--- src/tsch_pkg.sv ---
// ----------------------------------------------------------------------------
// Timer scheduler package
// Shared types and constants for the timer scheduler block: request opcodes,
// field widths of the stream channels and the scan control bundle.
// ----------------------------------------------------------------------------
package tsch_pkg;

   // Request opcodes carried in req_tuser.
   typedef enum logic [1:0] {
      OP_ARM    = 2'd0,
      OP_CANCEL = 2'd1,
      OP_CLEAR  = 2'd2,
      OP_TICK   = 2'd3
   } opcode_type;

   // Fixed field widths of the channels.
   localparam int SLOT_ID_W   = 4;
   localparam int IVL_W       = 31;
   localparam int REQ_DATA_W  = 40;
   localparam int RSP_DATA_W  = 8;

   // At most this many slots fire on one tick.
   localparam int MAX_RESULTS = 16;
   localparam int CNT_W       = $clog2(MAX_RESULTS + 1);

   // Control bundle that steps the scan unit through one pass.
   typedef struct packed {
      logic clear;     // start a new pass, forget the best candidate
      logic valid;     // slot memory read data is present this cycle
      logic eligible;  // slot is armed and has not fired on this tick yet
   } scan_ctl_type;

endpackage

--- src/tsch_slot_ram.sv ---
// ----------------------------------------------------------------------------
// Timer slot memory
// One write port and one read port, read data registered.
// Each word holds a slot's interval above its deadline.
// ----------------------------------------------------------------------------
module tsch_slot_ram #(
   parameter int DEPTH  = 16,
   parameter int WIDTH  = 63,
   parameter int ADDR_W = 4
) (
   input  logic              clock,
   input  logic              wr_en,
   input  logic [ADDR_W-1:0] wr_addr,
   input  logic [WIDTH-1:0]  wr_data,
   input  logic [ADDR_W-1:0] rd_addr,
   output logic [WIDTH-1:0]  rd_data
);

   logic [WIDTH-1:0] mem_ff [DEPTH];
   logic [WIDTH-1:0] rd_data_ff;

   // Write port.
   always_ff @(posedge clock) begin
      if (wr_en) begin
         mem_ff[wr_addr] <= wr_data;
      end
   end

   // Registered read port.
   always_ff @(posedge clock) begin
      rd_data_ff <= mem_ff[rd_addr];
   end

   assign rd_data = rd_data_ff;

endmodule

--- src/tsch_scan.sv ---
// ----------------------------------------------------------------------------
// Timer scan unit
// Watches one slot per cycle during a pass and keeps the most overdue
// eligible slot. Slots arrive in ascending id order, so a strict compare
// keeps the lower id when two slots are equally late.
// ----------------------------------------------------------------------------
module tsch_scan
   import tsch_pkg::*;
#(
   parameter int TIME_BITS = 32,
   parameter int SLOT_W    = 4
) (
   input  logic                 clock,
   input  logic                 reset,
   input  scan_ctl_type         ctl,
   input  logic [SLOT_W-1:0]    slot,
   input  logic [TIME_BITS-1:0] now,
   input  logic [TIME_BITS-1:0] deadline,
   input  logic [IVL_W-1:0]     interval,
   output logic                 found,
   output logic [SLOT_W-1:0]    best_slot,
   output logic [IVL_W-1:0]     best_ivl
);

   logic                 found_ff, found_in;
   logic [TIME_BITS-1:0] best_late_ff, best_late_in;
   logic [SLOT_W-1:0]    best_slot_ff, best_slot_in;
   logic [IVL_W-1:0]     best_ivl_ff, best_ivl_in;
   logic [TIME_BITS-1:0] late;
   logic                 due;

   // A slot is due when now minus its deadline is not negative.
   assign late = now - deadline;
   assign due  = ctl.valid && ctl.eligible && !late[TIME_BITS-1];

   // Keep the candidate with the largest lateness.
   always_comb begin
      found_in     = found_ff;
      best_late_in = best_late_ff;
      best_slot_in = best_slot_ff;
      best_ivl_in  = best_ivl_ff;
      if (ctl.clear) begin
         found_in = 1'b0;
      end else if (due && (!found_ff || late > best_late_ff)) begin
         found_in     = 1'b1;
         best_late_in = late;
         best_slot_in = slot;
         best_ivl_in  = interval;
      end
   end

   always_ff @(posedge clock) begin
      if (reset) begin
         found_ff <= 1'b0;
      end else begin
         found_ff <= found_in;
      end
   end

   always_ff @(posedge clock) begin
      best_late_ff <= best_late_in;
      best_slot_ff <= best_slot_in;
      best_ivl_ff  <= best_ivl_in;
   end

   assign found     = found_ff;
   assign best_slot = best_slot_ff;
   assign best_ivl  = best_ivl_ff;

endmodule

--- src/timer_scheduler.sv ---
// ----------------------------------------------------------------------------
// Timer scheduler
// Table of timer slots with arm, cancel, clear and tick requests; each tick
// emits the due slots, most overdue first, and re-arms the repeating ones.
// ----------------------------------------------------------------------------
// Arm, cancel and clear requests are taken in ST_IDLE, which they do not
// leave. A tick holds the request port while it runs: each fired slot costs
// one full pass over the slot memory, which is read one slot per cycle, and
// one final pass finds that no further slot is due. When sixteen slots fire,
// no final pass is run. A stall on the result side lengthens a tick.
// Deadlines and intervals live in the slot memory; armed and repeat flags
// are flip-flops cleared by reset. A result waiting in the output register
// does not keep the block from taking the next request.
// ----------------------------------------------------------------------------
module timer_scheduler
   import tsch_pkg::*;
#(
   parameter int TIMER_SLOTS = 16,
   parameter int TIME_BITS   = 32
) (
   input  logic                  clock,
   input  logic                  reset,
   // Request channel.
   input  logic                  req_tvalid,
   output logic                  req_tready,
   // tdata: slot_id[3:0], interval_ticks[34:4], repeat_mode[35], zero fill
   input  logic [REQ_DATA_W-1:0] req_tdata,
   // tuser: opcode[1:0]
   input  logic [1:0]            req_tuser,
   // Result channel.
   output logic                  rsp_tvalid,
   input  logic                  rsp_tready,
   // tdata: fired_slot[3:0], rearmed[4], zero fill
   output logic [RSP_DATA_W-1:0] rsp_tdata,
   // tlast: last_fired
   output logic                  rsp_tlast
);

   localparam int SLOT_W = $clog2(TIMER_SLOTS);
   localparam int WORD_W = TIME_BITS + IVL_W;

   typedef enum logic [4:0] {
      ST_IDLE   = 5'b00001,
      ST_SCAN   = 5'b00010,
      ST_WAIT   = 5'b00100,
      ST_DECIDE = 5'b01000,
      ST_FLUSH  = 5'b10000
   } state_type;

   state_type            state_ff, state_in;
   logic [TIME_BITS-1:0] now_ff, now_in;
   logic [TIMER_SLOTS-1:0] active_ff, active_in;
   logic [TIMER_SLOTS-1:0] repeat_ff, repeat_in;
   logic [TIMER_SLOTS-1:0] done_ff, done_in;
   logic [SLOT_W-1:0]    scan_idx_ff, scan_idx_in;
   logic                 issue_valid_ff, issue_valid_in;
   logic [SLOT_W-1:0]    issue_slot_ff;
   logic [CNT_W-1:0]     count_ff, count_in;
   logic                 pend_valid_ff, pend_valid_in;
   logic [SLOT_ID_W-1:0] pend_slot_ff, pend_slot_in;
   logic                 pend_rep_ff, pend_rep_in;
   logic                 rsp_valid_ff, rsp_valid_in;
   logic [SLOT_ID_W-1:0] rsp_slot_ff, rsp_slot_in;
   logic                 rsp_rep_ff, rsp_rep_in;
   logic                 rsp_last_ff, rsp_last_in;

   // Request fields.
   opcode_type           req_opcode;
   logic [SLOT_ID_W-1:0] req_slot_id;
   logic [IVL_W-1:0]     req_interval;
   logic                 req_repeat;
   logic [IVL_W-1:0]     arm_ivl;
   logic [SLOT_W-1:0]    req_slot;
   logic                 req_in_table;
   logic                 req_accept;

   // Memory and scan unit connections.
   logic                 ram_wr_en;
   logic [SLOT_W-1:0]    ram_wr_addr;
   logic [WORD_W-1:0]    ram_wr_data;
   logic [WORD_W-1:0]    ram_rd_data;
   scan_ctl_type         scan_ctl;
   logic                 scan_found;
   logic [SLOT_W-1:0]    scan_best_slot;
   logic [IVL_W-1:0]     scan_best_ivl;
   logic                 out_free;
   logic                 pass_start;

   assign req_opcode   = opcode_type'(req_tuser);
   assign req_slot_id  = req_tdata[3:0];
   assign req_interval = req_tdata[34:4];
   assign req_repeat   = req_tdata[35];
   assign arm_ivl      = (req_interval == '0) ? IVL_W'(1) : req_interval;
   assign req_slot     = SLOT_W'(req_slot_id);
   assign req_in_table = int'(req_slot_id) < TIMER_SLOTS;

   assign req_tready = (state_ff == ST_IDLE);
   assign req_accept = req_tvalid && req_tready;
   assign out_free   = !rsp_valid_ff || rsp_tready;

   // Slot memory.
   tsch_slot_ram #(
      .DEPTH  (TIMER_SLOTS),
      .WIDTH  (WORD_W),
      .ADDR_W (SLOT_W)
   ) u_slot_ram (
      .clock   (clock),
      .wr_en   (ram_wr_en),
      .wr_addr (ram_wr_addr),
      .wr_data (ram_wr_data),
      .rd_addr (scan_idx_ff),
      .rd_data (ram_rd_data)
   );

   // Scan unit sees the slot whose read was issued in the previous cycle.
   assign scan_ctl.clear    = pass_start;
   assign scan_ctl.valid    = issue_valid_ff;
   assign scan_ctl.eligible = active_ff[issue_slot_ff] && !done_ff[issue_slot_ff];

   tsch_scan #(
      .TIME_BITS (TIME_BITS),
      .SLOT_W    (SLOT_W)
   ) u_scan (
      .clock     (clock),
      .reset     (reset),
      .ctl       (scan_ctl),
      .slot      (issue_slot_ff),
      .now       (now_ff),
      .deadline  (ram_rd_data[TIME_BITS-1:0]),
      .interval  (ram_rd_data[WORD_W-1:TIME_BITS]),
      .found     (scan_found),
      .best_slot (scan_best_slot),
      .best_ivl  (scan_best_ivl)
   );

   // Sequencer: requests, scan passes and result hand-off.
   always_comb begin
      state_in       = state_ff;
      now_in         = now_ff;
      active_in      = active_ff;
      repeat_in      = repeat_ff;
      done_in        = done_ff;
      scan_idx_in    = scan_idx_ff;
      issue_valid_in = 1'b0;
      count_in       = count_ff;
      pend_valid_in  = pend_valid_ff;
      pend_slot_in   = pend_slot_ff;
      pend_rep_in    = pend_rep_ff;
      rsp_valid_in   = rsp_valid_ff && !rsp_tready;
      rsp_slot_in    = rsp_slot_ff;
      rsp_rep_in     = rsp_rep_ff;
      rsp_last_in    = rsp_last_ff;
      ram_wr_en      = 1'b0;
      ram_wr_addr    = req_slot;
      ram_wr_data    = {arm_ivl, now_ff + TIME_BITS'(arm_ivl)};
      pass_start     = 1'b0;

      unique case (state_ff)
         ST_IDLE: begin
            pass_start  = 1'b1;
            scan_idx_in = '0;
            if (req_accept) begin
               unique case (req_opcode)
                  OP_ARM: begin
                     if (req_in_table) begin
                        ram_wr_en           = 1'b1;
                        active_in[req_slot] = 1'b1;
                        repeat_in[req_slot] = req_repeat;
                     end
                  end
                  OP_CANCEL: begin
                     if (req_in_table) begin
                        active_in[req_slot] = 1'b0;
                     end
                  end
                  OP_CLEAR: begin
                     active_in = '0;
                  end
                  OP_TICK: begin
                     now_in        = now_ff + TIME_BITS'(1);
                     done_in       = '0;
                     count_in      = '0;
                     pend_valid_in = 1'b0;
                     state_in      = ST_SCAN;
                  end
               endcase
            end
         end

         // Issue one slot read per cycle.
         ST_SCAN: begin
            issue_valid_in = 1'b1;
            scan_idx_in    = scan_idx_ff + SLOT_W'(1);
            if (scan_idx_ff == SLOT_W'(TIMER_SLOTS - 1)) begin
               scan_idx_in = '0;
               state_in    = ST_WAIT;
            end
         end

         // Last read data reaches the scan unit.
         ST_WAIT: begin
            state_in = ST_DECIDE;
         end

         // Fire the best slot of this pass; the previous one goes out now
         // that it is known not to be the last.
         ST_DECIDE: begin
            if (out_free) begin
               if (scan_found) begin
                  done_in[scan_best_slot] = 1'b1;
                  if (repeat_ff[scan_best_slot]) begin
                     ram_wr_en   = 1'b1;
                     ram_wr_addr = scan_best_slot;
                     ram_wr_data = {scan_best_ivl, now_ff + TIME_BITS'(scan_best_ivl)};
                  end else begin
                     active_in[scan_best_slot] = 1'b0;
                  end
                  if (pend_valid_ff) begin
                     rsp_valid_in = 1'b1;
                     rsp_slot_in  = pend_slot_ff;
                     rsp_rep_in   = pend_rep_ff;
                     rsp_last_in  = 1'b0;
                  end
                  pend_valid_in = 1'b1;
                  pend_slot_in  = SLOT_ID_W'(scan_best_slot);
                  pend_rep_in   = repeat_ff[scan_best_slot];
                  count_in      = count_ff + CNT_W'(1);
                  if (count_ff == CNT_W'(MAX_RESULTS - 1)) begin
                     state_in = ST_FLUSH;
                  end else begin
                     pass_start = 1'b1;
                     state_in   = ST_SCAN;
                  end
               end else if (pend_valid_ff) begin
                  state_in = ST_FLUSH;
               end else begin
                  state_in = ST_IDLE;
               end
            end
         end

         // Send the final result of the tick.
         ST_FLUSH: begin
            if (out_free) begin
               rsp_valid_in  = 1'b1;
               rsp_slot_in   = pend_slot_ff;
               rsp_rep_in    = pend_rep_ff;
               rsp_last_in   = 1'b1;
               pend_valid_in = 1'b0;
               state_in      = ST_IDLE;
            end
         end

         default: begin
            state_in = ST_IDLE;
         end
      endcase
   end

   // Control registers.
   always_ff @(posedge clock) begin
      if (reset) begin
         state_ff       <= ST_IDLE;
         now_ff         <= '0;
         active_ff      <= '0;
         repeat_ff      <= '0;
         done_ff        <= '0;
         scan_idx_ff    <= '0;
         issue_valid_ff <= 1'b0;
         count_ff       <= '0;
         pend_valid_ff  <= 1'b0;
         rsp_valid_ff   <= 1'b0;
      end else begin
         state_ff       <= state_in;
         now_ff         <= now_in;
         active_ff      <= active_in;
         repeat_ff      <= repeat_in;
         done_ff        <= done_in;
         scan_idx_ff    <= scan_idx_in;
         issue_valid_ff <= issue_valid_in;
         count_ff       <= count_in;
         pend_valid_ff  <= pend_valid_in;
         rsp_valid_ff   <= rsp_valid_in;
      end
   end

   // Payload registers.
   always_ff @(posedge clock) begin
      issue_slot_ff <= scan_idx_ff;
      pend_slot_ff  <= pend_slot_in;
      pend_rep_ff   <= pend_rep_in;
      rsp_slot_ff   <= rsp_slot_in;
      rsp_rep_ff    <= rsp_rep_in;
      rsp_last_ff   <= rsp_last_in;
   end

   assign rsp_tvalid = rsp_valid_ff;
   assign rsp_tdata  = {3'b000, rsp_rep_ff, rsp_slot_ff};
   assign rsp_tlast  = rsp_last_ff;

   // No more results than the per-tick limit.
   assert property (@(posedge clock) disable iff (reset)
      count_ff <= CNT_W'(MAX_RESULTS))
      else $error("fired count exceeds the per-tick limit");

   // The slot memory is never written while a pass is reading it.
   assert property (@(posedge clock) disable iff (reset)
      (state_ff == ST_SCAN || state_ff == ST_WAIT) |-> !ram_wr_en)
      else $error("slot memory written during a scan pass");

   // A fired slot is excluded from the rest of the tick.
   assert property (@(posedge clock) disable iff (reset)
      (state_ff == ST_DECIDE && out_free && scan_found)
      |=> done_ff[$past(scan_best_slot)])
      else $error("fired slot not marked done");

   // A new request never arrives with a result still held back.
   assert property (@(posedge clock) disable iff (reset)
      req_accept |-> !pend_valid_ff)
      else $error("request accepted while a tick result is pending");

endmodule

--- config.mk ---
export PLATFORM = sky130hd
export DESIGN_NAME = timer_scheduler
export DESIGN_NICKNAME = d
export VERILOG_FILES = /design/src/tsch_pkg.sv /design/src/tsch_slot_ram.sv /design/src/tsch_scan.sv /design/src/timer_scheduler.sv
export SDC_FILE = /design/constraint.sdc
export NUM_CORES = 2
export LEC_CHECK = 0
export ABC_AREA = 1
export BUFFER_PORTS_ARGS = -buffer_cell sky130_fd_sc_hd__buf_2
export CORE_ASPECT_RATIO = 1.75
export CORE_UTILIZATION = 55
export CTS_CLUSTER_SIZE = 8
export DETAILED_ROUTE_END_ITERATION = 8
export PLACE_DENSITY = 0.81
export SLEW_MARGIN = 20
export SYNTH_ARGS = -nofsm -noshare
export SYNTH_HDL_FRONTEND = slang
export SYNTH_SLANG_ARGS = --single-unit
--- constraint.sdc ---
create_clock -name clock -period 7.9 [get_ports clock]
set_clock_uncertainty 0.2 [all_clocks]
set_input_delay 1.58 -clock clock [delete_from_list [all_inputs] [get_ports clock]]
set_output_delay 1.58 -clock clock [all_outputs]
set_load 0.02 [all_outputs]
==> qor.txt <==
final std cells w/o fill -> 6606
Core ar. -> 102000 sq um
flop2flop setup slack -> 2.07 ns
Max Freq -> 171 MHz
htree depth -> 4
Hold Path Origin -> u_slot_ram.rd_data[34]
final net count -> 5324
met3 GRT Util -> 5.07%
most frequent cell after synthesis -> edfxtp_1
initial antenna violation count -> 1
Synth Area in Compound Gates -> 10.7%
PD cells -> 248 nW/um^2
R2R cell count -> 24
vias in the first global route -> 40400
layout cells sized above 1 -> 7.40%
DIE HEIGHT -> 426 um
Netlist cell types -> 55
Synth async-reset ratio -> 0%
Initial Utilization -> 55.4%
outcome -> complete, no violations
Simple-Gate Fraction of Synth Area -> 13.8%
WS Path Type -> reg -> reg
final hold slack -> 0.165 ns
Tcrit/Tclk final -> 73.9%
Seq/Total Area, Yosys -> 63.7%
WL/cell -> 24.1 um
# Max-Cap Violations -> 0
r2r startpoint -> now_ff[0]
dpl cells -> 6300
Setup violations, final -> 0
Arr. time, crit path -> 6.04 ns
Die X -> 244 um
synthesized cell area -> 56400 sq um
I/O Buffers -> 49
cell count of the worst hold path -> 0
actual slew at the worst max-slew pin -> 1.14 ns
area grow syn2layout -> 11.6%
antenna viol nets, final -> 0
Overflow after GRT -> 0
Hold Vio Cnt, Final -> 0
Hold Path End -> u_scan.best_ivl[2]
Reg clk slew, reported paths -> 0.05 ns
Post-Route WL -> 159000 um
CTS hold repair buffers -> 0
Worst slew margin -> 23.7%
Residual DRC -> 0
GRT Total Usage -> 30.5%
Syn Inst Count -> 5116
Final Wtd Congestion -> 1.05
endpoint type of the worst setup path -> flop
synth top area cells -> edfxtp_1 (58%), dfxtp_1 (5.9%), nand2_1 (5.7%)
num rows -> 155
largest family of logic cells by synthesized area -> simple AND/OR/NAND/NOR gates
placement-stage cell area -> 57800 sq um
post-synthesis adder-cell area fraction -> 3.06%
TritonCTS clock tree -> built
ys flop type -> edfxtp_1
vias per std cell -> 6.19
final setup TNS -> 0 ns
Slew Viols, Final -> 0
mux cell area share after synthesis -> 3.25%
postcts setup bufs -> 0
Longest Clk Path Bufs -> 3
Max Fanout on Critical Path -> 43
Yosys reg bits -> 1251
Tot Pwr -> 15.6 mW
VDD IR-drop max -> 238 uV
first-pass GRT wire length -> 236000 um
Root Buffer -> clkbuf_16
Post-synth top cells -> edfxtp_1 (1086), nand2_1 (863), nor2_1 (683), inv_1 (365), o21ai_0 (357)
HP Class -> reg -> reg
Synth top area share -> 57.8%
min Tclk post-route -> 5.83 ns
Avg Cell Area, Syn -> 11.0 sq um
Yosys warning count -> 0
DRT Pass-1 Iters -> 5
PostCTS Resize Cnt -> 0
initial DRC count -> 4695
final instance area -> 63000 sq um
later-pin clock latency in the skew report -> 0.80 ns
Die Area -> 104000 sq um
gr busiest metal -> met2
Crit Reg-Reg Endpoint -> u_scan.best_ivl[9]
met2 usage -> 52.5%
M1 GR Usage -> 33.9%
largest net degree at the start of global routing -> 183
post-synthesis xor/xnor area fraction -> 0.885%
Synth area leader -> edfxtp_1
CP Launch Type -> flop
number of enable flip-flop cells after synthesis -> 1086
Num CTS Buffers -> 174
clock sink count -> 1251
IO Pins -> 57
Critical Path RT -> 8.11 ns
DR vias -> 40900
RSZ-0062 raised after global routing -> false
P_leak -> 22.5 nW
placed wire-length estimate -> 95100 um
==> routing by layer <==
metal / wire, um / part of all wire (%)
met3: 13000 / 8.2
met4: 12300 / 7.7
met5: 0 / 0
met1: 54300 / 34
met2: 79900 / 50
==> cells by family after synthesis <==
group | count (synthesis)
AND/OR/NAND/NOR | 1904
buffers and inverters | 639
XOR/XNOR | 57
AO/OA/AOI/OAI | 945
other | 1
adder cells (fa/ha/maj) | 136
flip-flops | 1251
multiplexers | 183
==> flip-flops by register name, indices dropped and copies added (netlist names), 4 cells and up <==
name and flops:
u_scan.best_late_ff 32, count_ff 5, repeat_ff 16, active_ff 16, state_ff 5, rsp_slot_ff 4
u_slot_ram.mem_ff 1008, done_ff 16, now_ff 32, pend_slot_ff 4, scan_idx_ff 4, issue_slot_ff 4
u_scan.best_ivl 31, u_scan.best_slot 4, u_slot_ram.rd_data 63
==> power breakdown <==
part           leakage [nW]  internal, mW  switching (mW)
registers              11.1          7.32          0.0657
logic                  8.95         0.361           0.883
clock network          2.42          4.16            2.79
==> worst max-delay path by stage <==
stage | slack [ns] | cells after the start | to | start
2_1_floorplan | 1.45 | 23 | u_scan.best_ivl[0] | now_ff[0]
3_3_place_gp | 2.16 | 14 | u_slot_ram.mem_ff[11][18] | req_tdata[24]
3_5_place_dp | 2.03 | 14 | u_slot_ram.mem_ff[11][14] | req_tdata[24]
4_1_cts | 2.15 | 24 | u_scan.best_ivl[1] | now_ff[0]
5_1_grt | 1.76 | 24 | u_scan.best_ivl[1] | now_ff[0]
6_report | 2.07 | 24 | u_scan.best_ivl[9] | now_ff[0]
==> metrics by stage <==
stage               worst slack, ns  utilization [%]
global route                   1.76             61.8
floorplan                      1.45                -
finish                         2.07             61.8
global placement               2.16             56.8
detailed placement             2.03             56.8
CTS                            2.15             61.8
==> layout make-up <==
class | instances | area, sq um
sequential | 1251 | 35900
clock inverter | 14 | 254
inverter | 373 | 1410
fill | 7506 | 38900
multi-input combinational | 3228 | 18100
tap | 1334 | 1670
antenna | 2 | 5.00
clock buffer | 290 | 4840
timing repair buffer | 114 | 783
==> critical path, stage by stage, from the launching register on <==
cell and delay [ns]:
dfxtp_1 0.55, inv_1 0.23, ha_1 0.25, inv_1 0.08, fa_1 0.19, nand2_1 0.05
inv_1 0.07, nand2_1 0.05, nand2_1 0.12, a21oi_1 0.14, o21ai_0 0.61, a21oi_1 0.19
xnor2_1 0.20, ha_1 0.29, nand2_1 0.07, nor2_1 0.17, nand4_1 0.10, nor3b_1 0.36
nand2_1 0.11, nand2_1 0.07, nand2_1 0.05, nand2_1 0.05, nand2_1 0.08, nor2_4 0.71
buf_12 0.34
==> layout by cell type (no fill, tap or decap), types with 161 or more instances in the layout <==
cell	synthesis	final
nor2_1	683	666
clkbuf_16	0	176
o21ai_0	357	355
inv_1	365	363
dfxtp_1	165	161
nand3_1	201	201
mux2i_1	183	182
o221ai_1	182	182
nand2_1	863	863
edfxtp_1	1086	1086
a21oi_1	182	179
No activity file was read; power rests on OpenSTA's default activity.
